File: src/rtl/core/kvc_pkg.sv
`timescale 1ns / 1ps

package kvc_pkg;

    // Field widths
    localparam int ModeW   = 3;
    localparam int CharW   = 8;
    localparam int StatusW = 3;
    localparam int LetterW = 5;

    // Alphabet and keyword store sizes
    localparam int AlphaN     = 26;
    localparam int AlphaLenW  = $clog2(AlphaN + 1);
    localparam int MaxKeyword = 256;
    localparam int KwAddrW    = (MaxKeyword > 1) ? $clog2(MaxKeyword) : 1;
    localparam int KwLenW     = $clog2(MaxKeyword + 1);

    // ASCII codes used by the text filter
    localparam logic [CharW-1:0] CharUpA  = 8'h41;
    localparam logic [CharW-1:0] CharUpZ  = 8'h5A;
    localparam logic [CharW-1:0] CharLowA = 8'h61;
    localparam logic [CharW-1:0] CharLowZ = 8'h7A;
    localparam logic [CharW-1:0] CharDot  = 8'h2E;
    localparam logic [LetterW-1:0] LetterX = 5'd23;

    typedef logic [LetterW-1:0] t_letter;

    // Alphabet key after reset: K R Y P T O S
    localparam int AlphaSeedLen = 7;
    localparam t_letter AlphaSeed [AlphaSeedLen] = '{
        5'd10, 5'd17, 5'd24, 5'd15, 5'd19, 5'd14, 5'd18
    };

    // Keyword after reset: H I D D E N
    localparam int KwSeedMax = 6;
    localparam int KwSeedLen = (MaxKeyword < KwSeedMax) ? MaxKeyword : KwSeedMax;
    localparam t_letter KwSeed [KwSeedMax] = '{
        5'd7, 5'd8, 5'd3, 5'd3, 5'd4, 5'd13
    };

    typedef enum logic [ModeW-1:0] {
        ModeAlphaKey = 3'd0,
        ModeKeyword  = 3'd1,
        ModeEncrypt  = 3'd2,
        ModeDecrypt  = 3'd3,
        ModeRestart  = 3'd4,
        ModeClear    = 3'd5
    } t_mode;

    typedef enum logic [StatusW-1:0] {
        StOk      = 3'd0,
        StBadChar = 3'd1,
        StRepeat  = 3'd2,
        StFull    = 3'd3,
        StEmptyKw = 3'd4
    } t_status;

    typedef struct packed {
        logic    add;
        logic    clear;
        t_letter letter;
    } t_alpha_cmd;

    typedef struct packed {
        logic    full;
        logic    used;
        t_letter letter;
    } t_alpha_stat;

    typedef struct packed {
        logic    append;
        logic    advance;
        logic    restart;
        logic    clear;
        t_letter letter;
    } t_kw_cmd;

    typedef struct packed {
        logic    empty;
        logic    full;
        t_letter letter;
    } t_kw_stat;

    // Keyed-alphabet index of letter j for the reset alphabet key.
    // Key letters sit at their key index; the others follow in A..Z order,
    // which puts letter j at j plus the number of key letters above it.
    function automatic t_letter alpha_reset_where(input int j);
        int pos;
        int above;
        pos   = -1;
        above = 0;
        for (int i = 0; i < AlphaSeedLen; i++) begin
            if (int'(AlphaSeed[i]) == j) begin
                pos = i;
            end
            if (int'(AlphaSeed[i]) > j) begin
                above = above + 1;
            end
        end
        if (pos < 0) begin
            pos = j + above;
        end
        return LetterW'(pos);
    endfunction

    function automatic logic [AlphaN-1:0] alpha_reset_map();
        logic [AlphaN-1:0] m;
        m = '0;
        for (int i = 0; i < AlphaSeedLen; i++) begin
            m[AlphaSeed[i]] = 1'b1;
        end
        return m;
    endfunction

endpackage

File: src/rtl/core/kvc_if.sv
`timescale 1ns / 1ps

// Request channel: one command byte
interface kvc_in_if;
    logic                         valid;
    logic                         ready;
    logic [kvc_pkg::ModeW-1:0]    mode;
    logic [kvc_pkg::CharW-1:0]    in_char;

    modport source (output valid, output mode, output in_char, input ready);
    modport sink   (input valid, input mode, input in_char, output ready);
endinterface

// Result channel: one letter and a status code
interface kvc_out_if;
    logic                         valid;
    logic                         ready;
    logic [kvc_pkg::CharW-1:0]    out_char;
    logic [kvc_pkg::StatusW-1:0]  status;

    modport source (output valid, output out_char, output status, input ready);
    modport sink   (input valid, input out_char, input status, output ready);
endinterface

File: src/rtl/core/kvc_ram.sv
`timescale 1ns / 1ps

module kvc_ram #(
    parameter int Width = 8,
    parameter int Depth = 256
) (
    input  logic                                    i_clk,
    input  logic                                    i_we,
    input  logic [((Depth > 1) ? $clog2(Depth) : 1)-1:0] i_waddr,
    input  logic [Width-1:0]                        i_wdata,
    input  logic [((Depth > 1) ? $clog2(Depth) : 1)-1:0] i_raddr,
    output logic [Width-1:0]                        o_rdata
);
    logic [Width-1:0] r_mem [Depth];
    logic [Width-1:0] r_rdata;

    // One write port, one registered read port
    always_ff @(posedge i_clk) begin
        if (i_we) begin
            r_mem[i_waddr] <= i_wdata;
        end
        r_rdata <= r_mem[i_raddr];
    end

    assign o_rdata = r_rdata;
endmodule

File: src/rtl/core/kvc_alpha.sv
`timescale 1ns / 1ps

module kvc_alpha (
    input  logic                 i_clk,
    input  logic                 i_rst_n,
    input  kvc_pkg::t_alpha_cmd  i_cmd,
    input  kvc_pkg::t_letter     i_c_letter,
    input  kvc_pkg::t_letter     i_k_letter,
    input  logic                 i_decrypt,
    output kvc_pkg::t_alpha_stat o_stat
);
    import kvc_pkg::*;

    // Keyed-alphabet index of every letter, kept as two identical copies:
    // one looked up by the text letter, one by the keyword letter.
    t_letter                r_where_c [AlphaN];
    t_letter                r_where_k [AlphaN];
    t_letter                n_where   [AlphaN];
    logic [AlphaN-1:0]      r_used;
    logic [AlphaN-1:0]      n_used;
    logic [AlphaLenW-1:0]   r_alen;
    logic [AlphaLenW-1:0]   n_alen;

    t_letter                x_pos;
    t_letter                y_pos;
    logic [LetterW:0]       sum;
    t_letter                idx;
    t_letter                res;

    // Key update: a new key letter takes the next key slot; unused letters
    // below it move up one place, the ones above stay.
    always_comb begin
        n_used = r_used;
        n_alen = r_alen;
        for (int j = 0; j < AlphaN; j++) begin
            n_where[j] = r_where_c[j];
        end
        if (i_cmd.clear) begin
            n_used = '0;
            n_alen = '0;
            for (int j = 0; j < AlphaN; j++) begin
                n_where[j] = LetterW'(j);
            end
        end else if (i_cmd.add) begin
            for (int j = 0; j < AlphaN; j++) begin
                if (LetterW'(j) == i_cmd.letter) begin
                    n_where[j] = LetterW'(r_alen);
                end else if (!r_used[j] && (LetterW'(j) < i_cmd.letter)) begin
                    n_where[j] = r_where_c[j] + 1'b1;
                end
            end
            n_used[i_cmd.letter] = 1'b1;
            n_alen = r_alen + 1'b1;
        end
    end

    always_ff @(posedge i_clk) begin
        if (!i_rst_n) begin
            r_used <= alpha_reset_map();
            r_alen <= AlphaLenW'(AlphaSeedLen);
            for (int j = 0; j < AlphaN; j++) begin
                r_where_c[j] <= alpha_reset_where(j);
                r_where_k[j] <= alpha_reset_where(j);
            end
        end else begin
            r_used <= n_used;
            r_alen <= n_alen;
            for (int j = 0; j < AlphaN; j++) begin
                r_where_c[j] <= n_where[j];
                r_where_k[j] <= n_where[j];
            end
        end
    end

    // Shift in the keyed alphabet, mod 26
    always_comb begin
        x_pos = r_where_c[i_c_letter];
        y_pos = r_where_k[i_k_letter];
        if (i_decrypt) begin
            sum = {1'b0, x_pos} + (LetterW+1)'(AlphaN) - {1'b0, y_pos};
        end else begin
            sum = {1'b0, x_pos} + {1'b0, y_pos};
        end
        if (sum >= (LetterW+1)'(AlphaN)) begin
            idx = LetterW'(sum - (LetterW+1)'(AlphaN));
        end else begin
            idx = LetterW'(sum);
        end
    end

    // Inverse lookup: the letter whose keyed index is idx
    always_comb begin
        res = '0;
        for (int j = 0; j < AlphaN; j++) begin
            if (r_where_c[j] == idx) begin
                res = LetterW'(j);
            end
        end
    end

    assign o_stat.full   = (r_alen >= AlphaLenW'(AlphaN));
    assign o_stat.used   = r_used[i_c_letter];
    assign o_stat.letter = res;
endmodule

File: src/rtl/core/kvc_keyword.sv
`timescale 1ns / 1ps

module kvc_keyword (
    input  logic              i_clk,
    input  logic              i_rst_n,
    input  kvc_pkg::t_kw_cmd  i_cmd,
    output kvc_pkg::t_kw_stat o_stat
);
    import kvc_pkg::*;

    logic [KwLenW-1:0]  r_kwlen;
    logic [KwLenW-1:0]  n_kwlen;
    logic [KwAddrW-1:0] r_pos;
    logic [KwAddrW-1:0] n_pos;
    logic [KwLenW-1:0]  pos_inc;
    logic               r_seed;
    logic               n_seed;
    logic               r_fix_valid;
    logic               n_fix_valid;
    t_letter            r_fix_data;
    t_letter            n_fix_data;
    logic               seed_hit;
    t_letter            seed_letter;
    logic [KwAddrW-1:0] waddr;
    t_letter            ram_rdata;

    assign waddr   = r_kwlen[KwAddrW-1:0];
    assign pos_inc = KwLenW'(r_pos) + 1'b1;

    // Length, running position and the reset-keyword flag
    always_comb begin
        n_kwlen = r_kwlen;
        n_pos   = r_pos;
        n_seed  = r_seed;
        if (i_cmd.clear) begin
            n_kwlen = '0;
            n_pos   = '0;
            n_seed  = 1'b0;
        end else begin
            if (i_cmd.append) begin
                n_kwlen = r_kwlen + 1'b1;
            end
            if (i_cmd.restart) begin
                n_pos = '0;
            end else if (i_cmd.advance) begin
                n_pos = (pos_inc >= r_kwlen) ? '0 : KwAddrW'(pos_inc);
            end
        end
    end

    // Reset keyword letters are served from constants until the first clear
    always_comb begin
        seed_hit    = 1'b0;
        seed_letter = '0;
        for (int i = 0; i < KwSeedLen; i++) begin
            if (n_pos == KwAddrW'(i)) begin
                seed_hit    = 1'b1;
                seed_letter = KwSeed[i];
            end
        end
    end

    // Override for the RAM read: reset letters, or a write to the slot
    // being read in the same cycle
    always_comb begin
        n_fix_valid = 1'b0;
        n_fix_data  = i_cmd.letter;
        if (n_seed && seed_hit) begin
            n_fix_valid = 1'b1;
            n_fix_data  = seed_letter;
        end else if (i_cmd.append && (waddr == n_pos)) begin
            n_fix_valid = 1'b1;
        end
    end

    always_ff @(posedge i_clk) begin
        if (!i_rst_n) begin
            r_kwlen     <= KwLenW'(KwSeedLen);
            r_pos       <= '0;
            r_seed      <= 1'b1;
            r_fix_valid <= 1'b1;
            r_fix_data  <= KwSeed[0];
        end else begin
            r_kwlen     <= n_kwlen;
            r_pos       <= n_pos;
            r_seed      <= n_seed;
            r_fix_valid <= n_fix_valid;
            r_fix_data  <= n_fix_data;
        end
    end

    // Keyword letters; read address is n_pos, the next value of r_pos
    kvc_ram #(
        .Width (LetterW),
        .Depth (MaxKeyword)
    ) u_kw_ram (
        .i_clk   (i_clk),
        .i_we    (i_cmd.append),
        .i_waddr (waddr),
        .i_wdata (i_cmd.letter),
        .i_raddr (n_pos),
        .o_rdata (ram_rdata)
    );

    assign o_stat.empty  = (r_kwlen == '0);
    assign o_stat.full   = (r_kwlen >= KwLenW'(MaxKeyword));
    assign o_stat.letter = r_fix_valid ? r_fix_data : ram_rdata;
endmodule

File: src/rtl/core/keyed_vigenere_cipher.sv
`timescale 1ns / 1ps

// Channel   Dir  Modport            Payload
// i_req     in   kvc_in_if.sink     mode[2:0], in_char[7:0]
// o_rsp     out  kvc_out_if.source  out_char[7:0], status[2:0]
//
// One request per cycle while the result is not stalled. An accepted
// request loads the input register; filter, key lookup and mod-26 shift
// feed the result register. The keyword RAM is addressed with the next
// position. Reset (synchronous, active low) loads the KRYPTOS alphabet
// key and the HIDDEN keyword. A stalled result holds the work stage;
// requests that give no result still wait for it to drain.
module keyed_vigenere_cipher (
    input  logic     i_clk,
    input  logic     i_rst_n,
    kvc_in_if.sink   i_req,
    kvc_out_if.source o_rsp
);
    import kvc_pkg::*;

    // Input register
    logic               r_in_valid;
    logic [ModeW-1:0]   r_in_mode;
    logic [CharW-1:0]   r_in_char;

    // Result register
    logic               r_out_valid;
    logic [CharW-1:0]   r_out_char;
    logic [StatusW-1:0] r_out_status;

    logic               fire;
    logic               is_upper;
    logic               is_lower;
    logic               is_letter;
    logic               is_dot;
    t_letter            raw_letter;
    logic               text_ok;
    t_letter            text_letter;
    t_letter            q_letter;
    logic               has_res;
    t_status            st;
    logic [CharW-1:0]   res_char;
    logic               decrypt;

    t_alpha_cmd         acmd;
    t_alpha_stat        astat;
    t_kw_cmd            kcmd;
    t_kw_stat           kstat;

    // Work stage moves when the result register is free or being drained
    assign fire        = r_in_valid && (!r_out_valid || o_rsp.ready);
    assign i_req.ready = !r_in_valid || fire;

    always_ff @(posedge i_clk) begin
        if (!i_rst_n) begin
            r_in_valid <= 1'b0;
        end else if (i_req.ready) begin
            r_in_valid <= i_req.valid;
        end
    end

    always_ff @(posedge i_clk) begin
        if (i_req.ready && i_req.valid) begin
            r_in_mode <= i_req.mode;
            r_in_char <= i_req.in_char;
        end
    end

    // Character filter: raise lower case; '.' stands for X in text
    always_comb begin
        is_upper   = (r_in_char >= CharUpA) && (r_in_char <= CharUpZ);
        is_lower   = (r_in_char >= CharLowA) && (r_in_char <= CharLowZ);
        is_letter  = is_upper || is_lower;
        is_dot     = (r_in_char == CharDot);
        raw_letter = is_lower ? LetterW'(r_in_char - CharLowA)
                              : LetterW'(r_in_char - CharUpA);
        text_ok     = is_letter || is_dot;
        text_letter = is_dot ? LetterX : raw_letter;
        if (is_letter || is_dot) begin
            q_letter = text_letter;
        end else begin
            q_letter = '0;
        end
    end

    // Mode decode and error checks
    always_comb begin
        has_res      = 1'b0;
        st           = StOk;
        res_char     = '0;
        decrypt      = 1'b0;
        acmd         = '0;
        acmd.letter  = q_letter;
        kcmd         = '0;
        kcmd.letter  = q_letter;
        unique case (t_mode'(r_in_mode))
            ModeAlphaKey: begin
                has_res = 1'b1;
                if (!is_letter) begin
                    st = StBadChar;
                end else if (astat.full) begin
                    st = StFull;
                end else if (astat.used) begin
                    st = StRepeat;
                end else begin
                    acmd.add = fire;
                end
            end
            ModeKeyword: begin
                has_res = 1'b1;
                if (!is_letter) begin
                    st = StBadChar;
                end else if (kstat.full) begin
                    st = StFull;
                end else begin
                    kcmd.append = fire;
                end
            end
            ModeEncrypt, ModeDecrypt: begin
                decrypt = (t_mode'(r_in_mode) == ModeDecrypt);
                if (text_ok) begin
                    has_res = 1'b1;
                    if (kstat.empty) begin
                        st = StEmptyKw;
                    end else begin
                        res_char     = CharW'(astat.letter) + CharUpA;
                        kcmd.advance = fire;
                    end
                end
            end
            ModeRestart: begin
                has_res      = 1'b1;
                kcmd.restart = fire;
            end
            ModeClear: begin
                has_res    = 1'b1;
                acmd.clear = fire;
                kcmd.clear = fire;
            end
            default: begin
                has_res = 1'b0;
            end
        endcase
    end

    kvc_alpha u_alpha (
        .i_clk      (i_clk),
        .i_rst_n    (i_rst_n),
        .i_cmd      (acmd),
        .i_c_letter (q_letter),
        .i_k_letter (kstat.letter),
        .i_decrypt  (decrypt),
        .o_stat     (astat)
    );

    kvc_keyword u_keyword (
        .i_clk   (i_clk),
        .i_rst_n (i_rst_n),
        .i_cmd   (kcmd),
        .o_stat  (kstat)
    );

    // Result register
    always_ff @(posedge i_clk) begin
        if (!i_rst_n) begin
            r_out_valid <= 1'b0;
        end else if (fire) begin
            r_out_valid <= has_res;
        end else if (o_rsp.ready) begin
            r_out_valid <= 1'b0;
        end
    end

    always_ff @(posedge i_clk) begin
        if (fire && has_res) begin
            r_out_char   <= res_char;
            r_out_status <= st;
        end
    end

    assign o_rsp.valid    = r_out_valid;
    assign o_rsp.out_char = r_out_char;
    assign o_rsp.status   = r_out_status;
endmodule
File: src/flat_wrapper.sv
// flat-port wrapper written by rule: the top's interface ports become plain ports
module keyed_vigenere_cipher_flat import kvc_pkg::*;
  (i_clk, i_rst_n, i_req_valid, i_req_mode, i_req_in_char, i_req_ready, o_rsp_valid, o_rsp_out_char, o_rsp_status, o_rsp_ready);
  kvc_in_if i_req_i ();
  kvc_out_if o_rsp_i ();
  input  logic i_clk;
  input  logic i_rst_n;
  input wire logic [$bits(i_req_i.valid)-1:0] i_req_valid;
  input wire logic [$bits(i_req_i.mode)-1:0] i_req_mode;
  input wire logic [$bits(i_req_i.in_char)-1:0] i_req_in_char;
  output wire logic [$bits(i_req_i.ready)-1:0] i_req_ready;
  output wire logic [$bits(o_rsp_i.valid)-1:0] o_rsp_valid;
  output wire logic [$bits(o_rsp_i.out_char)-1:0] o_rsp_out_char;
  output wire logic [$bits(o_rsp_i.status)-1:0] o_rsp_status;
  input wire logic [$bits(o_rsp_i.ready)-1:0] o_rsp_ready;
  assign i_req_i.valid = i_req_valid;
  assign i_req_i.mode = i_req_mode;
  assign i_req_i.in_char = i_req_in_char;
  assign i_req_ready = i_req_i.ready;
  assign o_rsp_valid = o_rsp_i.valid;
  assign o_rsp_out_char = o_rsp_i.out_char;
  assign o_rsp_status = o_rsp_i.status;
  assign o_rsp_i.ready = o_rsp_ready;
  keyed_vigenere_cipher u_core (.i_clk(i_clk), .i_rst_n(i_rst_n), .i_req(i_req_i), .o_rsp(o_rsp_i));
endmodule
File: config.mk
export PLATFORM = sky130hd
export DESIGN_NAME = keyed_vigenere_cipher_flat
export DESIGN_NICKNAME = d
export VERILOG_FILES = /design/src/rtl/core/kvc_pkg.sv /design/src/rtl/core/kvc_if.sv /design/src/rtl/core/kvc_ram.sv /design/src/rtl/core/kvc_alpha.sv /design/src/rtl/core/kvc_keyword.sv /design/src/rtl/core/keyed_vigenere_cipher.sv /design/src/flat_wrapper.sv
export SDC_FILE = /design/constraint.sdc
export NUM_CORES = 2
export LEC_CHECK = 0
export ABC_AREA = 1
export BUFFER_PORTS_ARGS = -buffer_cell sky130_fd_sc_hd__buf_2
export CORE_ASPECT_RATIO = 2
export CORE_UTILIZATION = 33
export DETAILED_ROUTE_END_ITERATION = 10
export PLACE_DENSITY = 0.52
export SLEW_MARGIN = 0
export SYNTH_ARGS = -nofsm -noshare
export SYNTH_HDL_FRONTEND = slang
export SYNTH_SLANG_ARGS = --single-unit
File: constraint.sdc
create_clock -name i_clk -period 13.6 [get_ports i_clk]
set_input_delay 1.36 -clock i_clk [delete_from_list [all_inputs] [get_ports i_clk]]
set_output_delay 1.36 -clock i_clk [all_outputs]
set_load 0.01 [all_outputs]
; Word level (Yosys, flattened, before mapping)
; Memory sizes are Yosys's and may differ from the RTL's. A register that Yosys moved wholly into a read port is not among the register bits.
; Index checks and enable logic that the tools add are counted.
[totals]
output_inout_bits = 13
word_cells = 564
regBits = 79
inputBits = 15
ramBits = 1540
n_memories = 3
[op_classes]
reduce_logical = 78
n_bitwise = 56
magnitude_cmp = 43
muxes = 241
eq_ne = 62
add_sub_neg = 65
[memory_table]
columns = name, depth, width, rd, rd_ports_with_merged_regs, wr, line
row1 = u_core.u_keyword.u_kw_ram.r_mem, 256, 5, 1, 1, 1, kvc_ram.sv:14  ; logic [Width-1:0] r_mem [Depth];
row2 = u_core.u_alpha.r_where_c, 26, 5, 27, 0, 26, kvc_alpha.sv:16  ; t_letter r_where_c [AlphaN];
row3 = u_core.u_alpha.r_where_k, 26, 5, 1, 0, 26, kvc_alpha.sv:17  ; t_letter r_where_k [AlphaN];
[ops]
columns = op, count
row1 = $mux 5, 178
row2 = $mux 130, 2
row3 = $lt 32x1->1 const B, 7
row4 = $mux 32, 7
row5 = $add 5x1->5 const B, 27
row6 = $eq 5x5->1, 25
row7 = $add 5x5->5 const A, 16
row8 = $or 1x1->1, 52
row9 = $eq 5x5->1 const A, 10
row10 = $lt 5x5->1 const A, 10
row11 = $mux 25, 2
row12 = $eq 4x5->1 const A, 8
row13 = $lt 4x5->1 const A, 8
row14 = $logic_and 1x1->1, 34
row15 = $mux 8, 4
row16 = $mux 1, 31
row17 = $add 5x2->5 const B, 6
row18 = $mux 3, 10
row19 = $logic_not 1->1, 28
row20 = $or 26x26->26, 1
row21 = $add 4x5->5 const A, 4
row22 = $eq 3x5->1 const A, 4
row23 = $lt 3x5->1 const A, 4
row24 = $eq 8x2->1 const B, 2
row25 = other kinds (45), 65

; Depth between registers and ports, before layout
; An unclocked memory read counts as a cell.
[logic_depth]
word_depth = 38
mapped_depth = 67
depth_no_buf = 64

; Hierarchy
; Synthesis repeated with hierarchy kept, for this count alone.
[hier_totals]
cells_unflattened = 6969
area_unflattened_um2 = 69502.9
[modules_own_cells]
columns = module, area_per_inst_um2, seq_area_each_um2, cells_per_inst, instances
row1 = kvc_ram, 52718.1, 38537.0, 4552, 1
row2 = kvc_alpha, 13700.6, 3953.8, 2026, 1
row3 = kvc_keyword, 1884.3, 480.5, 265, 1
row4 = keyed_vigenere_cipher, 1199.9, 670.6, 126, 1

; Worst setup path after synthesis
; Ideal clock, no wire load.
[synth_path]
path_type = reg2reg
start = reg u_core.r_in_char[0]
end = reg u_core.r_out_char[4] (netlist: u_core.o_rsp.out_char[4]) (data pin)
path_buffers = 3
setup_time_ns = 0.276
required_ns = 13.324
setup_slack_ns = 2.897
synth_period_minus_slack_ns = 10.703
stages_incl_launch_ff = 51
t_arrival_ns = 10.427
cell_sequence = edfxtp_1 > inv_1 > ha_1 > nand2_1 > o2111ai_1 > nand2_1 > nand2_1 > nand2_2 > o21ai_2 > nand2_1 > buf_2 > buf_1 > o22ai_1 > a221oi_1 > o211ai_1 > o21a_1 > inv_1 > ha_1 > (+15 left out) > nand2_1 > nand2_1 > nand2_1 > nand2_1 > nand2_1 > nand2_1 > nand2_1 > nand2_1 > nand2_1 > nand2_1 > nand2_1 > nand2_1 > nand2_2 > ha_1 > inv_1 > nor2_1 > nand2_1 > a41oi_1
[synth_lines]
columns = item, line
row1 = from (decl), keyed_vigenere_cipher.sv:24  ; logic [CharW-1:0] r_in_char;
row2 = from (signal assigned), keyed_vigenere_cipher.sv:65  ; r_in_char <= i_req.in_char;
row3 = to (signal assigned), keyed_vigenere_cipher.sv:176  ; r_out_char <= res_char;
row4 = to (decl), keyed_vigenere_cipher.sv:28  ; logic [CharW-1:0] r_out_char;

==> results.py <==
metrics = {
    "timing": {
        "setup_viol_count_final": 0,
        "final_max_slew_viol_count": 0,
        "hold_slack_ns": 0.4484,
        "maxSlewHeadroom_pct": 1.340,
        "finalCritPeriodShare_pct": 75.53,
        "fmax_mhz": 97.35,
        "worst_pin_slew_ns": 1.478,
        "period_minus_slack_ns": 10.27,
        "fin_skew_ns": 0.07982,
        "rsz0062_at_grt": "false",
        "hold_viol": 0,
        "fin_setup_tns_ns": 0,
        "finalWorstSetupSlack_ns": 3.327,
    },
    "critical_path": {
        "crit_type": "flop to flop",
        "reg2reg_slack_ns": 3.33,
        "crit_path_frequent_cell": "nand2_1",
        "crit_arrival_ns": 10.77,
        "crit_path_max_fanout": 60,
        "critPathLaunchType": "flop",
        "crit_slowest_cell": "nor2_2",
        "worst_setup_path_end_kind": "flop",
        "cp.required_ns": 14.10,
        "max_stage_delay_ns": 0.74,
    },
    "yosys": {
        "synth_area_leader_cell": "edfxtp_1",
        "ys_ff_latch": 1493,
        "syn_inst": 5506,
        "synth_edf_count": 1374,
        "synth_area_leaders": "edfxtp_1 (63%), nand2_1 (5.3%), dfxtp_1 (3.7%)",
        "async_flop_share_pct": 0,
        "synthFlopType": "edfxtp_1",
        "syn_area_per_cell_um2": 11.81,
        "synth_top_area_share_pct": 63.44,
        "ys_types": 69,
        "seq_area_frac_synth_pct": 67.10,
        "yosysWarnings": 0,
        "syn-cell-area_um2": 65040,
    },
    "placed_design": {
        "numPlacedInstances": 7852,
        "dp_hpwl_mm": 159.5,
        "portBuffers": 26,
        "gp_congestion": 1.071,
        "pre_cts_slack_ns": 3.589,
    },
    "global_route": {
        "antenna_found_initial": 5,
        "track_usage_pct": 24.03,
        "grt_start_max_net_pins": 177,
        "grt_remaining_overflow": 0,
        "grt_pass1_wl_mm": 340.6,
        "grt_pass1_vias": 46083,
    },
    "route": {
        "first_pass_iters": 6,
        "drt_wl_total_mm": 243.2,
        "via_per_inst": 5.668,
        "wl_per_cell_um": 30.05,
        "drc": 0,
        "vias": 45875,
        "ant_nets": 0,
        "drtIter0Drc": 4041,
    },
    "clock_tree": {
        "cts_max_path_buffers": 4,
        "cts.sinks": 1493,
        "clk_latency_ns": 0.80,
        "clock-root-buffer": "clkbuf_16",
        "cts_resized": 0,
        "path_clk_slew_ns": 0.07,
        "cts_made_buffers": 142,
        "cts_hold_buf": 0,
        "cts_tree": "yes",
        "post_cts_buffers": 0,
        "htree_levels": 4,
    },
    "floorplan": {
        "rows": 230,
        "dieHeight_um": 629.8,
        "die_w_um": 315.9,
        "dieArea_um2": 199000,
        "start_util_pct": 33.19,
        "core_region_area_um2": 196000,
        "io_pins": 28,
    },
    "finish": {
        "nFillCells": 18834,
        "area.growth.synth_to_final_pct": 11.14,
        "drive_above_1_share_pct": 7.692,
        "nNetsFinal": 5522,
        "mostFrequentLayoutCell": "edfxtp_1",
        "layout_common_cells": "edfxtp_1 (1,374), nand2_1 (915), nor2_1 (451), o21ai_0 (321), a22oi_1 (315)",
        "fin_cells": 8093,
        "multi_input_area_um2": 18960,
        "seq_area_um2": 43650,
    },
    "pwr": {
        "cellLeakagePower_uw": 0.02377,
        "p_per_area_nw_per_um2": 153.0,
        "finalPower_uw": 11060,
        "ir_drop_mv": 0.1421,
    },
    "run": {
        "maxCapViolCount": 1,
    },
    "hold_path": {
        "min_path_type": "flop to flop",
    },
    "outcome": {
        "outcome": "complete, but fails checks",
        "violations": "capacitance limit",
    },
}
==> path summary, 6_finish.rpt <==
kind / end / startpoint / cells after the start
max: u_core.o_rsp.out_char[4]$_SDFFCE_PP0P_ / u_core.r_in_char[0]$_DFFE_PP_ / 59
max reg2reg: u_core.o_rsp.out_char[4]$_SDFFCE_PP0P_ / u_core.r_in_char[0]$_DFFE_PP_ / 59
min: u_core.u_keyword.r_seed$_SDFF_PN1_ / u_core.u_keyword.r_seed$_SDFF_PN1_ / 2
min reg2reg: u_core.u_keyword.r_seed$_SDFF_PN1_ / u_core.u_keyword.r_seed$_SDFF_PN1_ / 2
==> worst max-delay path, delay by kind of cell (launching register included) <==
kind	cells	cell delay, ns
buffers and inverters	8	1.60
AOI/OAI and AO/OA	7	1.65
adders and majority gates	5	1.51
DFF	1	0.45
xor gates and xnor gates	1	0.19
and+or+nand+nor	38	4.51
==> cells in the mapped netlist (4+ instances only) <==
cell,instances
a2111oi_0,6
a211oi_1,34
a21oi_1,208
a221o_1,4
a221oi_1,78
a22o_1,45
a22oi_1,315
a31oi_1,57
a41oi_1,10
buf_1,21
buf_2,139
buf_4,8
buf_6,4
clkbuf_1,168
clkinv_1,14
dfxtp_1,119
edfxtp_1,1374
ha_1,61
inv_1,231
inv_2,20
mux2i_1,4
nand2_1,921
nand2_2,16
nand2_4,5
nand3_1,284
nand4_1,96
nor2_1,453
nor2_2,10
nor3_1,23
o2111ai_1,47
o211ai_1,82
o21ai_0,322
o21ai_1,7
o21ai_2,4
o221ai_1,14
o22ai_1,77
o311ai_0,8
o311ai_1,5
o31ai_1,7
or2_2,8
xnor2_1,22
xor2_1,128
==> registers in the layout (all words and copies together), names as in the netlist, 5 cells and up <==
name	count
u_core.u_alpha.r_alen	5
u_core.u_keyword.r_kwlen	9
u_core.r_in_char	8
u_core.u_alpha.r_used	26
u_core.u_keyword.u_kw_ram.r_mem	1280
u_core.u_keyword.r_fix_data	5
u_core.u_keyword.u_kw_ram.o_rdata	5
u_core.o_rsp.out_char	7
u_core.u_keyword.r_pos	8
u_core.u_alpha.r_where_k	130
==> cells by family (layout without fill, tap and decap cells) <==
family	after synthesis	after routing	share of synthesized area (%)
AO/OA/AOI/OAI	1349	1349	13.75
XOR/XNOR	151	151	2.045
adder cells (fa/ha/maj)	63	63	1.235
buffers and inverters	607	638	3.875
flip-flops	1493	1493	67.10
multiplexers	4	4	0.06156
other	1	5	0.005766
AND/OR/NAND/NOR	1838	1838	11.93
==> routing by layer <==
metal  wire, µm  global-route usage, %
met1      75400                  22.42
met2     127300                  43.84
met3      13300                  3.851
met4      27190                  22.47
met5         27                      0
==> final cells by class <==
cell class,count,area share [%]
flip-flops and latches,1493,60.38
clock inverters,66,0.8274
diodes,3,0.01039
repair buffers,133,1.430
clock buffers,172,5.247
inverters,267,1.451
multi-input cells,3407,26.23
well taps,2552,4.418
==> power breakdown <==
group | switching [µW] | internal, µW
Clock | 1760 | 2180
Combinational | 1500 | 550
Sequential | 46.6 | 5030
Total | 3310 | 7750
==> stage by stage <==
step           utilization [%]  cell area (µm²)
4_1_cts                  36.88            72270
3_5_place_dp             34.64            67880
3_3_place_gp             34.64            67880
5_1_grt                  36.88            72280
2_1_floorplan                -            65040
6_report                 36.88            72280
No activity file was read; power rests on OpenSTA's default activity.
